==> src/rtl/core/lsm_pkg.sv <==
// shared types and constants of the latency statistics monitor
// no dependencies
package lsm_pkg;

  // sizes are tied to the fixed port widths of the top level
  localparam int NUM_CONTEXTS = 8;
  localparam int MAX_SAMPLES  = 2048;

  typedef logic [62:0] sample_t;

  localparam logic [1:0] ACT_CREATE = 2'd0;
  localparam logic [1:0] ACT_START  = 2'd1;
  localparam logic [1:0] ACT_END    = 2'd2;
  localparam logic [1:0] ACT_QUERY  = 2'd3;

  localparam logic [1:0] ST_OK      = 2'd0;
  localparam logic [1:0] ST_NO_CTX  = 2'd1;
  localparam logic [1:0] ST_FULL    = 2'd2;

  localparam logic [29:0] NS_PER_SEC = 30'd1000000000;

  // handshake of the shared iterative units
  typedef struct packed {
    logic go;
    logic done;
  } unit_ctl_t;

endpackage

==> src/rtl/core/lsm_isqrt.sv <==
// floor square root of a 64-bit value, two radicand bits per cycle
// uses lsm_pkg
module lsm_isqrt (
  input  logic              clk_i,
  input  logic              rst_ni,
  input  lsm_pkg::unit_ctl_t ctl_i,
  output lsm_pkg::unit_ctl_t ctl_o,
  input  logic [63:0]       value_i,
  output logic [31:0]       root_o
);
  import lsm_pkg::*;

  logic [63:0] rad_q;
  logic [35:0] rem_q;
  logic [31:0] root_q;
  logic [5:0]  cnt_q;
  logic        run_q, done_q;
  logic [35:0] rem_sh, trial;
  logic        take;

  always_comb begin
    rem_sh = {rem_q[33:0], rad_q[63:62]};
    trial  = {2'b00, root_q, 2'b01};
    take   = (rem_sh >= trial);
  end

  always_ff @(posedge clk_i or negedge rst_ni) begin
    if (!rst_ni) begin
      run_q  <= 1'b0;
      done_q <= 1'b0;
      cnt_q  <= '0;
    end else begin
      done_q <= 1'b0;
      if (ctl_i.go) begin
        run_q <= 1'b1;
        cnt_q <= 6'd32;
      end else if (run_q) begin
        cnt_q <= cnt_q - 1'b1;
        if (cnt_q == 6'd1) begin
          run_q  <= 1'b0;
          done_q <= 1'b1;
        end
      end
    end
  end

  always_ff @(posedge clk_i) begin
    if (ctl_i.go) begin
      rad_q  <= value_i;
      rem_q  <= '0;
      root_q <= '0;
    end else if (run_q) begin
      rad_q  <= {rad_q[61:0], 2'b00};
      rem_q  <= take ? (rem_sh - trial) : rem_sh;
      root_q <= {root_q[30:0], take};
    end
  end

  assign root_o     = root_q;
  assign ctl_o.go   = run_q;
  assign ctl_o.done = done_q;

endmodule

==> config.mk <==
export PLATFORM = sky130hd
export DESIGN_NAME = lsm_isqrt
export DESIGN_NICKNAME = d
export VERILOG_FILES = /design/src/rtl/core/lsm_pkg.sv /design/src/rtl/core/lsm_isqrt.sv
export SDC_FILE = /design/constraint.sdc
export NUM_CORES = 1
export LEC_CHECK = 0
export BUFFER_PORTS_ARGS = -buffer_cell sky130_fd_sc_hd__buf_2
export CAP_MARGIN = 10
export CORE_MARGIN = 4
export CORE_UTILIZATION = 45
export CTS_CLUSTER_DIAMETER = 200
export DETAILED_ROUTE_END_ITERATION = 12
export PLACE_DENSITY = 0.64
export SYNTH_ARGS = -nofsm -noshare
export SYNTH_HDL_FRONTEND = slang
export SYNTH_SLANG_ARGS = --single-unit
==> constraint.sdc <==
create_clock -name clk_i -period 2.8 [get_ports clk_i]
set_input_delay 0.42 -clock clk_i [delete_from_list [all_inputs] [get_ports clk_i]]
set_output_delay 0.42 -clock clk_i [all_outputs]
set_load 0.01 [all_outputs]
**Word level (Yosys, flattened, before mapping)**

Index checks and enable logic that the tools add are counted.

- Flip-flop bits (word level): 138
- Input bits: 68
- Output and inout port bits: 34
- Logic and storage cells: 22

- $add $sub $neg: 2
- Order comparisons: 1
- Eq/ne operators: 1
- Mux-type cells: 11
- Reductions and logical operators: 1

Operators by type and width:

| kind | count |
|---|---|
| 64-bit two-way mux | 2 |
| 36-bit by 34-bit >= comparator with 1-bit output | 1 |
| 34-bit two-way mux | 1 |
| 34-bit subtractor | 1 |
| 6-bit two-way mux | 2 |
| 6-bit by 1-bit == test with 1-bit output, second input constant | 1 |
| 1-bit two-way mux | 6 |
| 6-bit by 1-bit subtractor with 6-bit output, second input constant | 1 |
| 2-bit nonzero test | 1 |

**Depth between registers and ports, before layout**

- Depth after elaboration: 4
- Gate-level depth with buffers: 13

**Least setup slack after synthesis**

OpenSTA, ideal clock, no wires.

- Path kind: input to register
- Start point: input ctl_i[1] in the netlist's numbering
- End point: register rad_q[0], enable pin
- Library setup time: 0.418 ns
- Data arrival time: 2.511 ns
- Required time: 2.382 ns
- Slack: -0.129 ns
- Cell stages on the path: 5
- Buffers on the path: 3
- Cells stage by stage: clkbuf_1 > clkbuf_1 > clkbuf_1 > nor2_1 > inv_1

- Word-level cells in the longest chain between the ends: 1

RTL lines:

| item | line | RTL |
|---|---|---|
| start, declared | lsm_isqrt.sv:6 | `input lsm_pkg::unit_ctl_t ctl_i,` |
| 2-bit nonzero test (no source line) | -- |  |
| end signal, assigned | lsm_isqrt.sv:49 | `rad_q <= value_i;` |
| end signal, assigned | lsm_isqrt.sv:53 | `rad_q <= {rad_q[61:0], 2'b00};` |
| end, declared | lsm_isqrt.sv:13 | `logic [63:0] rad_q;` |

No other way between the ends.
A chain may end at the register's enable or synchronous reset.

**Worst setup path after layout**

- Start point: register root_q[19] (netlist: root_o[19])
- End point: register rem_q[33]

- Word-level cells in the longest chain between the ends: 2
- Elaborated cells on any way between the ends: 3
- Classes of those cells: 1 x add/sub; 1 x order compare; 1 x mux

RTL lines:

| item | line | RTL |
|---|---|---|
| start, declared | lsm_isqrt.sv:15 | `logic [31:0] root_q;` |
| start signal, assigned | lsm_isqrt.sv:55 | `root_q <= {root_q[30:0], take};` |
| 34-bit subtractor or 36-bit by 34-bit >= comparator with 1-bit output (tied branches) | lsm_isqrt.sv:54, lsm_isqrt.sv:24 |  |
| 34-bit two-way mux * | lsm_isqrt.sv:54 | `rem_q <= take ? (rem_sh - trial) : rem_sh;` |
| end signal, assigned | lsm_isqrt.sv:54 |  |
| end, declared | lsm_isqrt.sv:14 | `logic [35:0] rem_q;` |

Mark *: on every way between the ends. The rest lies on a longest branch, timed or not.

==> run summary <==
CTS H-tree depth = 4
Largest net degree at the start of global routing = 142
Placed cell count = 1113
Worst clock skew = 0.00901 ns
HP Class = primary input to flop
Peak supply drop = 645 uV
First-pass GRT wire length = 29000 um
I/O Buffers = 100
Fin nets = 1030
Clk_lat worst skew = 0.43 ns
Sequential area share after synthesis = 44.4%
Ant diodes = 0
Setup TNS = 0 ns
Fin util = 60.8%
Die width = 139 um
Reg area = 3450 um^2
CP top delay family = simple AND/OR/NAND/NOR gates
Vias = 6172
Reported max-cap violation count = 0
Drt first pass iters = 5
Area growth syn-to-layout = 31.2%
Initial Util = 46.3%
Critical Path Fanout Max = 6
Final Hold Vio Count = 0
Row Count = 47
CTS clk-pin slew, worst paths = 0.06 ns
DP HPWL = 12200 um
CP peak stage delay = 0.53 ns
RSZ-0062 raised after global routing = true
Crit path kind = flop to flop
Detailed-route wire length = 17900 um
Vias in the first global route = 6228
Routed Antenna Nets = 0
WP data arrival = 3.04 ns
DR iter-0 viols = 425
Met2 Resource Use GR = 29.7%
Synthesized cell area = 7760 um^2
Worst setup SP type = flop
IO Pins = 102
Met1 usage = 22.2%
CP max-delay cell = or4b_4
Synth area leader = edfxtp_1
Pwr dens = 1120 nW/um^2
Post-Place Cell Area = 9010 um^2
GR peak layer = met2
CP Capture Type = flop
Die Ht = 139 um
Synth async-reset ratio = 5.80%
Cell area after layout = 10200 um^2
Area of the multi-input gates = 4370 um^2
Slew @ Worst Pin = 0.700 ns
Post-route insts no fill = 1159
Total gr overflow = 0
Worst path required time = 3.13 ns
Relative slew slack = 53.4%
Syn nets = 861
Die area = 19400 um^2
Minimum hold slack = 0.281 ns
Worst path cell trace = inv_1 > ha_4 > buf_4 > and3_1 > nand4_1 > nor2b_2 > or4b_4 > o22ai_4 > mux2i_1 > o21bai_1 > a311oi_1
Layout cell share with drive strength beyond 1 = 39.1%
Initial antenna violation count = 0
Synth Warn # = 0
Longest Clk Path Bufs = 2
Top post-synthesis cells by area = edfxtp_1 (25%), dfxtp_1 (17%), mux2_2 (9.0%), mux2i_1 (7.2%), ha_1 (5.8%)
Setup-failing EPs final = 0
CTS buffer count = 17
Final Slew Violations = 0
Buf/Inv on CP = 2
Core box area = 16800 um^2
Tcrit/Tclk final = 96.8%
# fillers = 1358
Synth Flop Type = dfxtp_1
Gr usage total = 17.8%
CTS tree = done
Avg Cell Area, Syn = 10.3 um^2
Fmax = 369 MHz
Leak pwr = 0.00447 uW
Cell variety after synth = 61
Residual DRC = 0
Run status = finished, final reports clean
EDFF count, synth = 64
Flops & latches, synth = 138
RePlAce Congestion = 0.889
Top cell type's share of synthesized area = 24.8%
Drt via density = 5.33
Mapped Cells = 757
Period minus WS final = 2.71 ns
Root buffer cell = clkbuf_16
Average wire per standard cell = 15.4 um
Routing usage on met3 = 5.01%
# clock sinks = 138
==> repair_timing <==
action	in CTS	in global routing
hold buffers	1	0
endpoints found under the hold margin	8	0
pin swaps	0	27
setup endpoints to repair	33	34
resized for setup	12	74
setup buffers	5	5
gates cloned	0	3
==> report_power, final <==
group	switching (uW)	total, uW	internal, uW
sequential	251	2780	2530
combinational	3070	6390	3330
clock	926	2190	1270
==> state kept, by name, indices dropped and copies added, names as in the netlist <==
register	cells
cnt_q	6
done_q	1
rad_q	64
rem_q	34
root_o	32
run_q	1
==> cells by family (layout without fill, tap and decap cells) <==
| family | after synthesis | count (layout) | synth area share [%] |
|---|---|---|---|
| flops | 138 | 138 | 44.4 |
| mux | 118 | 118 | 16.2 |
| xor+xnor | 31 | 31 | 3.50 |
| buf+inv | 95 | 277 | 5.06 |
| simple gates | 186 | 186 | 11.2 |
| fa+ha+maj | 36 | 36 | 5.80 |
| compound gates | 153 | 153 | 13.8 |
==> per-stage QoR <==
| stage | worst slack, ns | power, uW |
|---|---|---|
| 6_report | 0.0906 | 11400 |
| 5_1_grt | -0.0209 | 12100 |
| 4_1_cts | -0.0516 | 10400 |
| 3_5_place_dp | -0.129 | 8010 |
| 3_3_place_gp | -0.0975 | 7870 |
| 2_1_floorplan | 0.00853 | 6560 |
==> routing by layer <==
metal / up-vias / wire length, um
li1: 3085 / -
met2: 119 / 8740
met1: 2942 / 7910
met3: 26 / 919
met4: 0 / 303
met5: - / 0
==> area by class of cell <==
type | count | share of cell area (%)
Tap cell | 220 | 2.70
Multi-Input combinational cell | 524 | 42.9
Sequential cell | 138 | 33.9
Clock inverter | 13 | 1.29
Inverter | 48 | 1.81
Clock buffer | 19 | 4.35
Timing Repair Buffer | 197 | 13.1
==> cells in the mapped netlist (4+ instances only) <==
cell type  instances
buf_1              6
a21o_1            12
a211oi_1          28
a311oi_1           7
clkbuf_1          33
nor3_1             5
nor2_1            93
nand2b_1           6
o22ai_1            5
dfrtp_1            8
or3_1              5
and3_1             5
a31oi_1            4
mux2_2            62
inv_1             48
nand3_1            7
nand4_1            8
edfxtp_1          64
dfxtp_1           66
o21ai_1            4
nor2b_1            5
a21oi_1           38
o21a_1             8
xor2_1             9
o211ai_1           8
nand4b_1           4
mux2i_1           56
o21bai_1           4
ha_1              36
nand2_1           31
o21ai_0           15
xnor2_1           22
==> cell usage in the layout (no fill, tap or decap), types with 8 or more instances in the layout <==
| master | n |
|---|---|
| dfxtp_1 | 60 |
| ha_4 | 16 |
| ha_1 | 15 |
| edfxtp_1 | 64 |
| a21oi_1 | 31 |
| a21o_1 | 12 |
| nand2_1 | 29 |
| nand4_1 | 8 |
| inv_1 | 45 |
| a211oi_1 | 24 |
| mux2_2 | 62 |
| xor2_1 | 9 |
| o211ai_1 | 8 |
| xnor2_1 | 22 |
| nor2_1 | 93 |
| o21ai_0 | 12 |
| clkbuf_16 | 19 |
| buf_2 | 99 |
| buf_4 | 88 |
| mux2i_1 | 55 |
==> final timing paths <==
| kind | startpoint | to | slack [ns] | cells past startpoint |
|---|---|---|---|---|
| worst max register to register | root_o[19] | rem_q[33] | 0.09 | 11 |
| worst min-delay path | value_i[1] | rad_q[1] | 0.28 | 2 |
| min in group asynchronous | rst_ni | cnt_q[4] | 0.40 | 2 |
| worst max-delay path | root_o[19] | rem_q[33] | 0.09 | 11 |
| max in group asynchronous | rst_ni | run_q | 2.21 | 2 |
| worst min register to register | rem_q[25] | rem_q[27] | 0.51 | 2 |
Power figures use the tool's default switching activity.
