File: src/rtl/core/lsm_pkg.sv
// shared types and constants of the latency statistics monitor
// no dependencies
package lsm_pkg;

  // sizes are tied to the fixed port widths of the top level
  localparam int NUM_CONTEXTS = 8;
  localparam int MAX_SAMPLES  = 2048;

  typedef logic [62:0] sample_t;

  localparam logic [1:0] ACT_CREATE = 2'd0;
  localparam logic [1:0] ACT_START  = 2'd1;
  localparam logic [1:0] ACT_END    = 2'd2;
  localparam logic [1:0] ACT_QUERY  = 2'd3;

  localparam logic [1:0] ST_OK      = 2'd0;
  localparam logic [1:0] ST_NO_CTX  = 2'd1;
  localparam logic [1:0] ST_FULL    = 2'd2;

  localparam logic [29:0] NS_PER_SEC = 30'd1000000000;

  // handshake of the shared iterative units
  typedef struct packed {
    logic go;
    logic done;
  } unit_ctl_t;

endpackage

File: src/rtl/core/lsm_div.sv
// restoring divider, one quotient bit per cycle
// uses lsm_pkg
module lsm_div #(
  parameter int W  = 138,
  parameter int Nw = 12
) (
  input  logic              clk_i,
  input  logic              rst_ni,
  input  lsm_pkg::unit_ctl_t ctl_i,
  output lsm_pkg::unit_ctl_t ctl_o,
  input  logic [W-1:0]      dividend_i,
  input  logic [Nw-1:0]     divisor_i,
  output logic [W-1:0]      quotient_o
);
  import lsm_pkg::*;

  localparam int Cw = $clog2(W + 1);

  logic [W-1:0]  quo_q;
  logic [Nw:0]   rem_q;
  logic [Nw-1:0] dvs_q;
  logic [Cw-1:0] cnt_q;
  logic          run_q, done_q;
  logic [Nw:0]   rem_sh;
  logic          qbit;

  always_comb begin
    rem_sh = {rem_q[Nw-1:0], quo_q[W-1]};
    qbit   = (rem_sh >= {1'b0, dvs_q});
  end

  always_ff @(posedge clk_i or negedge rst_ni) begin
    if (!rst_ni) begin
      run_q  <= 1'b0;
      done_q <= 1'b0;
      cnt_q  <= '0;
    end else begin
      done_q <= 1'b0;
      if (ctl_i.go) begin
        run_q <= 1'b1;
        cnt_q <= Cw'(W);
      end else if (run_q) begin
        cnt_q <= cnt_q - 1'b1;
        if (cnt_q == Cw'(1)) begin
          run_q  <= 1'b0;
          done_q <= 1'b1;
        end
      end
    end
  end

  always_ff @(posedge clk_i) begin
    if (ctl_i.go) begin
      quo_q <= dividend_i;
      rem_q <= '0;
      dvs_q <= divisor_i;
    end else if (run_q) begin
      rem_q <= qbit ? (rem_sh - {1'b0, dvs_q}) : rem_sh;
      quo_q <= {quo_q[W-2:0], qbit};
    end
  end

  assign quotient_o = quo_q;
  assign ctl_o.go   = run_q;
  assign ctl_o.done = done_q;

endmodule

File: config.mk
export PLATFORM = sky130hd
export DESIGN_NAME = lsm_div
export DESIGN_NICKNAME = d
export VERILOG_FILES = /design/src/rtl/core/lsm_pkg.sv /design/src/rtl/core/lsm_div.sv
export SDC_FILE = /design/constraint.sdc
export NUM_CORES = 1
export LEC_CHECK = 0
export ABC_AREA = 1
export BUFFER_PORTS_ARGS = -buffer_cell sky130_fd_sc_hd__buf_2
export CAP_MARGIN = 20
export CORE_MARGIN = 2
export CORE_UTILIZATION = 35
export CTS_CLUSTER_DIAMETER = 60
export DETAILED_ROUTE_END_ITERATION = 16
export GPL_ROUTABILITY_DRIVEN = 0
export PLACE_DENSITY_LB_ADDON = 0.15
export RECOVER_POWER = 25
export SLEW_MARGIN = 5
export SYNTH_ARGS = -nofsm -noshare
export SYNTH_HDL_FRONTEND = slang
export SYNTH_SLANG_ARGS = --single-unit
File: constraint.sdc
create_clock -name clk_i -period 11.4 [get_ports clk_i]
set_input_delay 0.57 -clock clk_i [delete_from_list [all_inputs] [get_ports clk_i]]
set_output_delay 0.57 -clock clk_i [all_outputs]
set_load 0.01 [all_outputs]
# Yosys cells after proc, flatten, opt, wreduce, memory -nomap -nowiden

Index checks and enable logic that the tools add are counted.

Register bits after elaboration: 172
Output and inout bits: 140
Input bits: 154

Mux-type cells: 11
Eq/ne operators: 1
Add/subtract/negate cells: 2
$lt $le $gt $ge: 1
Reductions and logical operators: 1

Operator list:

| operator            | number |
|---|---|
| $mux 138            | 2 |
| $mux 8              | 2 |
| $ge 13x12->1        | 1 |
| $mux 12             | 1 |
| $sub 12x12->12      | 1 |
| $eq 8x1->1 const B  | 1 |
| $sub 8x1->8 const B | 1 |
| $mux 1              | 6 |
| $reduce_bool 2->1   | 1 |

# Longest topological paths before layout

Gate-level depths: netlist of the first run.

Depth after elaboration: 4
Mapped depth: 12

# Worst setup path after synthesis of the first run

No wires, ideal clock.

Path type: input-to-reg
Start point: input ctl_i[1] (netlist bit)
End point: register quo_q[0] (netlist: quotient_o[0]) (enable)
Setup slack: 7.405 ns
Required time: 10.909 ns
Stages on the path: 3
Arrival time: 3.504 ns
Library setup time: 0.491 ns
Buffers on the path: 1
Cell sequence: buf_2 > nor2_1 > inv_1

Longest elaborated chain between the ends: 1

Ends and longest elaborated chain:

| what                        | line          | RTL |
|---|---|---|
| start: declaration          | lsm_div.sv:9  | `input lsm_pkg::unit_ctl_t ctl_i,` |
| $reduce_bool 2->1 (no line) | n/a           |  |
| end signal: assignment      | lsm_div.sv:54 | `quo_q <= dividend_i;` |
| end signal: assignment      | lsm_div.sv:59 | `quo_q <= {quo_q[W-2:0], qbit};` |
| end: declaration            | lsm_div.sv:19 | `logic [W-1:0] quo_q;` |

Every way passes these cells.
A chain may end at the register's enable or synchronous reset.

# Final worst setup path of the first run

Start point: input ctl_i[1] (netlist bit)
End point: register quo_q[116] (netlist: quotient_o[116]) (data pin)

Longest elaborated chain between the ends: 1

Ends and longest elaborated chain:

| what     | line          | RTL |
|---|---|---|
| $mux 138 | lsm_div.sv:53 | `if (ctl_i.go) begin` |

Every way passes these cells.

==> impl_metrics.tcl, run 1 <==
set metrics [dict create \
    synth_area_um2 8060 \
    slew_violations 62 \
    crit_path_start_kind "input pin" \
    synth_top_family_by_area "simple AND/OR/NAND/NOR gates" \
    critPathTopFamily "buffers and inverters" \
    ctsResizeCount 0 \
    peakVddDrop_mv 0.101 \
    synth-edff-count 150 \
    final_nets 1335 \
    cpMostUsedCell "nand2_1" \
    syn_nets 1057 \
    drive_gt1_share_pct 21.8 \
    utilization_pct 45.3 \
    clkTransAtPathRegs_ns 0.07 \
    post-cts-setup-buffers 0 \
    ios 294 \
    ys_seq_elements 172 \
    max_freq_mhz 172 \
    outcome "finished with violations" \
    syn_to_final_growth_pct 27.3 \
    fp.dieW_um 156 \
    synth_common_cells "nand2_1, edfxtp_1, inv_1, nand3_1, clkbuf_1" \
    setup_viol 0 \
    cts_buffer_depth 2 \
    core_um2 22600 \
    criticalPathCategory "in2reg" \
    vias_per_cell 4.58 \
    initial_core_util_pct 35.6 \
    drc 0 \
    grt_max_degree 110 \
    dpl.hpwl_um 15400 \
    tns_ns 0 \
    synth_cells 888 \
    ys_async_sr_fraction_pct 5.81 \
    rows 55 \
    cts_tree "yes" \
    ys_seq_area_share_pct 61.9 \
    synth_area_leaders "edfxtp_1, nand2_1, dfrtp_1" \
    min_path_type "in2reg" \
    max_stage_delay_ns 2.25 \
    synthAdderAreaFrac_pct 2.42 \
    rsz0062_at_grt "no" \
    muxShareOfSynthArea_pct 0 \
    hold_buffers 1 \
    grt_use_total_pct 18.8 \
    fin_crit_sh_pct 51.1 \
    slowest_stage "clkinvlp_2" \
    first_pass_iters 5 \
    final.fill_count 2298 \
    synth-warning-count 0 \
    cts_buffers 17 \
    die-height_um 156 \
    p_per_area_nw_per_um2 178 \
    synth-compound-area-share_pct 1.12 \
    ys.flop_type "edfxtp_1" \
    clock_skew_ns 0.0165 \
    required_ns 11.58 \
    grt_pass1_vias 6617 \
    yosysMostFrequentCell "nand2_1" \
    violations "capacitance limit, slew limit" \
    die_area_um2 24300 \
    antenna_left 0 \
    clockRootBuffer "clkbuf_16" \
    period_minus_slack_ns 5.82 \
    wl_per_cell_um 15.2 \
    path_max_fanout 90 \
    crit_chain "clkbuf_1 -> clkinvlp_2 -> buf_4 -> buf_16 -> nand2_1 -> nand2_1" \
    grt_pass1_wl_um 35200 \
    yosys.area.top_type "edfxtp_1" \
    drt-initial-drc-count 492 \
    overflow 0 \
    synth.distinct_cells 31 \
    timing.max_cap.violations 1 \
    grt_antenna_before_repair 6 \
    arrival_ns 6.00 \
    clock_sinks 172 \
    avgSynthCellArea_um2 9.08 \
    synth_top_area_share_pct 55.9 \
    max-slew-margin-rel_pct -94.5 \
    num_vias 6712 \
    post_synth_xor_area_fraction_pct 0.543 \
    clkLatencyLatePin_ns 0.43 \
    worst_pin_slew_ns 2.92 \
    p_leak_nw 5.12 \
    htreeDepth 4 \
    hold_viol 0 \
    io_buffers 292 \
    synth_simple_gate_area_share_pct 29.1 \
    worst-path-buf-inv 4 \
    cp-end-kind "flip-flop" \
    wl_um 22300 \
]
## where the power goes
group	switching [mW]	internal (mW)	leakage (nW)	total, mW
logic	0.268	0.164	2.99	0.432
clock network	0.276	0.312	0.277	0.588
registers	0.0463	0.764	1.85	0.811
total	0.590	1.24	5.12	1.83
## path summary, 6_finish.rpt
| kind | start | to | slack [ns] | depth (start not counted) |
|---|---|---|---|---|
| worst min register to register | cnt_q[6] | cnt_q[6] | 0.46 | 1 |
| worst max register to register | run_q | quotient_o[133] | 8.80 | 4 |
| max in group asynchronous | rst_ni | done_q | 10.31 | 2 |
| worst max-delay path | ctl_i[1] | quotient_o[116] | 5.58 | 6 |
| worst min-delay path | divisor_i[3] | dvs_q[3] | 0.32 | 1 |
| min in group asynchronous | rst_ni | cnt_q[1] | 0.70 | 2 |
## registers in the layout, summed over array words and instances, names as in the netlist
register	cells
cnt_q	8
quotient_o	138
done_q	1
rem_q	12
run_q	1
dvs_q	12
## layout by cell type, fill, tap and decap left out, drive strengths merged
| cell | Yosys | routed |
|---|---|---|
| nand3 | 35 | 35 |
| a21oi | 8 | 8 |
| diode | 0 | 3 |
| bufinv | 0 | 1 |
| nand4 | 16 | 16 |
| or2 | 1 | 1 |
| dfxtp | 12 | 12 |
| edfxtp | 150 | 150 |
| clkinvlp | 0 | 4 |
| clkbuf | 25 | 106 |
| a22oi | 1 | 1 |
| o21ai | 5 | 5 |
| nand2 | 507 | 507 |
| nor3 | 4 | 4 |
| dfrtp | 10 | 10 |
| inv | 58 | 64 |
| ha | 14 | 14 |
| a31oi | 1 | 1 |
| nor2 | 20 | 20 |
| dlygate4sd3 | 0 | 1 |
| buf | 14 | 210 |
| fa | 1 | 1 |
| nand3b | 1 | 1 |
| xnor2 | 5 | 5 |
| clkinv | 0 | 2 |
## area by class of cell
class | count | area (um2) | area share, %
repair buffers | 298 | 1420 | 13.8
flip-flops and latches | 172 | 4990 | 48.7
clock inverters | 13 | 154 | 1.50
clock buffers | 19 | 433 | 4.22
inverters | 58 | 224 | 2.18
diodes | 3 | 7.51 | 0.0731
multi-input cells | 619 | 2670 | 26.1
well taps | 285 | 357 | 3.47
## per-layer routing
layer	GRT usage [%]	part of all wire, %
met4	5.29	1.4
met3	6.92	7.4
met5	0	0.11
met1	22.9	41
met2	31.4	50
## cell families (layout without fill, tap and decap cells)
family	count (synthesis)	after routing
and+or+nand+nor	584	584
adders and majority gates	15	15
other	0	3
AOI/OAI and AO/OA	15	15
DFF	172	172
xor gates and xnor gates	5	5
buffers and inverters	97	388
## per-stage QoR
step	power [mW]	hold WS (ns)	std cells	setup WS, ns	area, um2
after floorplan	1.13	0.274	888	7.40	8060
after global placement	1.26	0.441	1430	8.14	9740
after detailed placement	1.26	0.450	1430	8.14	9740
after CTS	1.86	0.294	1463	8.60	10300
after global routing	1.95	0.288	1466	5.00	10300
final	1.83	0.318	1467	5.58	10300
No activity file was read; power rests on OpenSTA's default activity.
==> inputs of run 2 (changes only) <==
Clock period 11.4 ns to 5.4 ns, I/O delays scaled along.
==> run 2 against run 1 <==
  * The run now ends clean
  * Register-to-register slack got worse by 5.8 ns
  * Wire length increased by 0.47%
  * Sequential share of layout area decreased by 0.35 points
  * Combinational power increased by 110%
  * Core utilization increased by 0.33 points
  * Critical endpoint is now rem_q[7]
  * Die area unchanged
  * Via count increased by 1.0%
  * Largest cell class unchanged
==> impl_metrics.tcl, run 2 (same netlist as run 1, synthesis figures left out) <==
set metrics [dict create \
    outcome "finished clean" \
    period_minus_slack_ns 2.36 \
    wl_per_cell_um 15.2 \
    r2r-end "rem_q[7]" \
    min_path_type "in2reg" \
    hp-start "divisor_i[3]" \
    syn_to_final_growth_pct 28.2 \
    fin_crit_sh_pct 43.7 \
    holdPathStages 1 \
    cts_buffers 17 \
    ctsResizeCount 0 \
    comb_power_share_pct 23.4 \
    first_pass_iters 5 \
    die_area_um2 24300 \
    clock_sinks 172 \
    p_int_mw 2.62 \
    grt_antenna_before_repair 3 \
    drc 0 \
    vias_per_cell 4.60 \
    htreeDepth 4 \
    tns_ns 0 \
    timing.max_cap.violations 0 \
    setup_slack_ns 3.04 \
    pwr-share-clk_pct 32.6 \
    setup_viol 0 \
    grt_max_degree 91 \
    post-cts-setup-buffers 0 \
    drt-initial-drc-count 382 \
    worst_pin_slew_ns 0.981 \
    clkLatencyLatePin_ns 0.44 \
    peakVddDrop_mv 0.168 \
    rsz0062_at_grt "no" \
    clock_skew_ns 0.0172 \
    core_um2 22600 \
    grt_use_total_pct 18.9 \
    drive_gt1_share_pct 21.7 \
    initial_core_util_pct 35.6 \
    arrival_ns 2.68 \
    largest_register_ffs 138 \
    rows 55 \
    wl_um 22400 \
    io_buffers 292 \
    layout_commonest_cell "nand2_1" \
    num_vias 6780 \
    p_sw_share_pct 32.5 \
    criticalPathCategory "reg2reg" \
    overflow 0 \
    grt_pass1_wl_um 35800 \
    crit_path_start_kind "flip-flop" \
    reg2reg_depth 9 \
    clockRootBuffer "clkbuf_16" \
    antenna_left 0 \
    fp.dieW_um 156 \
    hold-path-endpoint "dvs_q[3]" \
    slew_violations 0 \
    final_cell_mix "nand2_1, buf_2, edfxtp_1" \
    cts_tree "yes" \
    max_freq_mhz 424 \
    grt_pass1_vias 6630 \
    p_leak_nw 5.17 \
    path_max_fanout 14 \
    switchingPower_mw 1.26 \
    regToRegStartpoint "dvs_q[9]" \
    p_per_area_nw_per_um2 376 \
    cp-end-kind "flip-flop" \
    max-slew-margin-rel_pct 34.3 \
    clkTransAtPathRegs_ns 0.07 \
    hold_viol 0 \
    dpl.hpwl_um 15400 \
    rrSetupSlack_ns 3.04 \
    final_nets 1343 \
    cts_buffer_depth 2 \
    die-height_um 156 \
    pre_cts_ws_ns 2.64 \
    ios 294 \
    pwr-share-seq_pct 44.0 \
    required_ns 5.72 \
]
## run 2: worst max-delay path by stage
stage	slack, ns	from	endpoint	depth (start not counted)
2_1_floorplan	1.70	run_q	quotient_o[0]	2
3_3_place_gp	2.67	ctl_i[1]	quotient_o[80]	5
3_5_place_dp	2.64	ctl_i[1]	quotient_o[119]	5
4_1_cts	3.02	dvs_q[9]	rem_q[7]	9
5_1_grt	2.82	dvs_q[8]	rem_q[7]	9
6_report	3.04	dvs_q[9]	rem_q[7]	9
## run 2: cell type report
class                      instances  area [um2]
multi-input combinational        619        2670
sequential                       172        4990
fill                            2295       12300
timing repair buffer             306        1480
clock buffer                      17         425
tap                              285         357
inverter                          58         225
clock inverter                    15         178
antenna                            1        2.50
## run 2: stage by stage
| step | cell area, um2 | utilization (%) | std cells | hold WS, ns | power [mW] |
|---|---|---|---|---|---|
| 6_report | 10300 | 45.7 | 1473 | 0.0168 | 3.88 |
| 5_1_grt | 10300 | 45.7 | 1473 | -0.00118 | 4.13 |
| 4_1_cts | 10400 | 46.1 | 1471 | 0.000408 | 3.94 |
| 3_5_place_dp | 9750 | 43.1 | 1431 | 0.153 | 2.66 |
| 3_3_place_gp | 9750 | 43.1 | 1431 | 0.150 | 2.66 |
| 2_1_floorplan | 8060 | - | 888 | -0.0256 | 2.38 |
## run 2: what timing repair did
action                                  4_1_cts  5_1_grt
endpoints found under the hold margin        17        1
hold buffers                                  8        1
endpoints found under the setup margin        0        0
## run 2: per-layer routing
layer	GRT usage [%]	part of all wire [%]	vias to the layer above
met1	24.2	43	3121
li1	-	-	3421
met3	6.28	7.0	34
met4	6.68	2.3	2
met5	0	0.058	-
met2	30.2	47	202
## run 2: worst max-delay path: stages, from the launching register on
cell      delay [ns]
edfxtp_1        0.32
inv_1           0.04
ha_1            0.37
nand2_1         0.14
nor3_2          0.18
nand3_1         0.48
nand3_4         0.43
nand3_1         0.14
nand3_1         0.09
nand2_1         0.06
## run 2: power by group through the flow
stage | clock network (mW) | registers [mW] | logic, mW
after floorplan | 0 | 1.77 | 0.607
after global placement | 0 | 1.73 | 0.923
after detailed placement | 0 | 1.73 | 0.927
after CTS | 1.29 | 1.71 | 0.935
after global routing | 1.35 | 1.73 | 1.04
final | 1.27 | 1.71 | 0.909
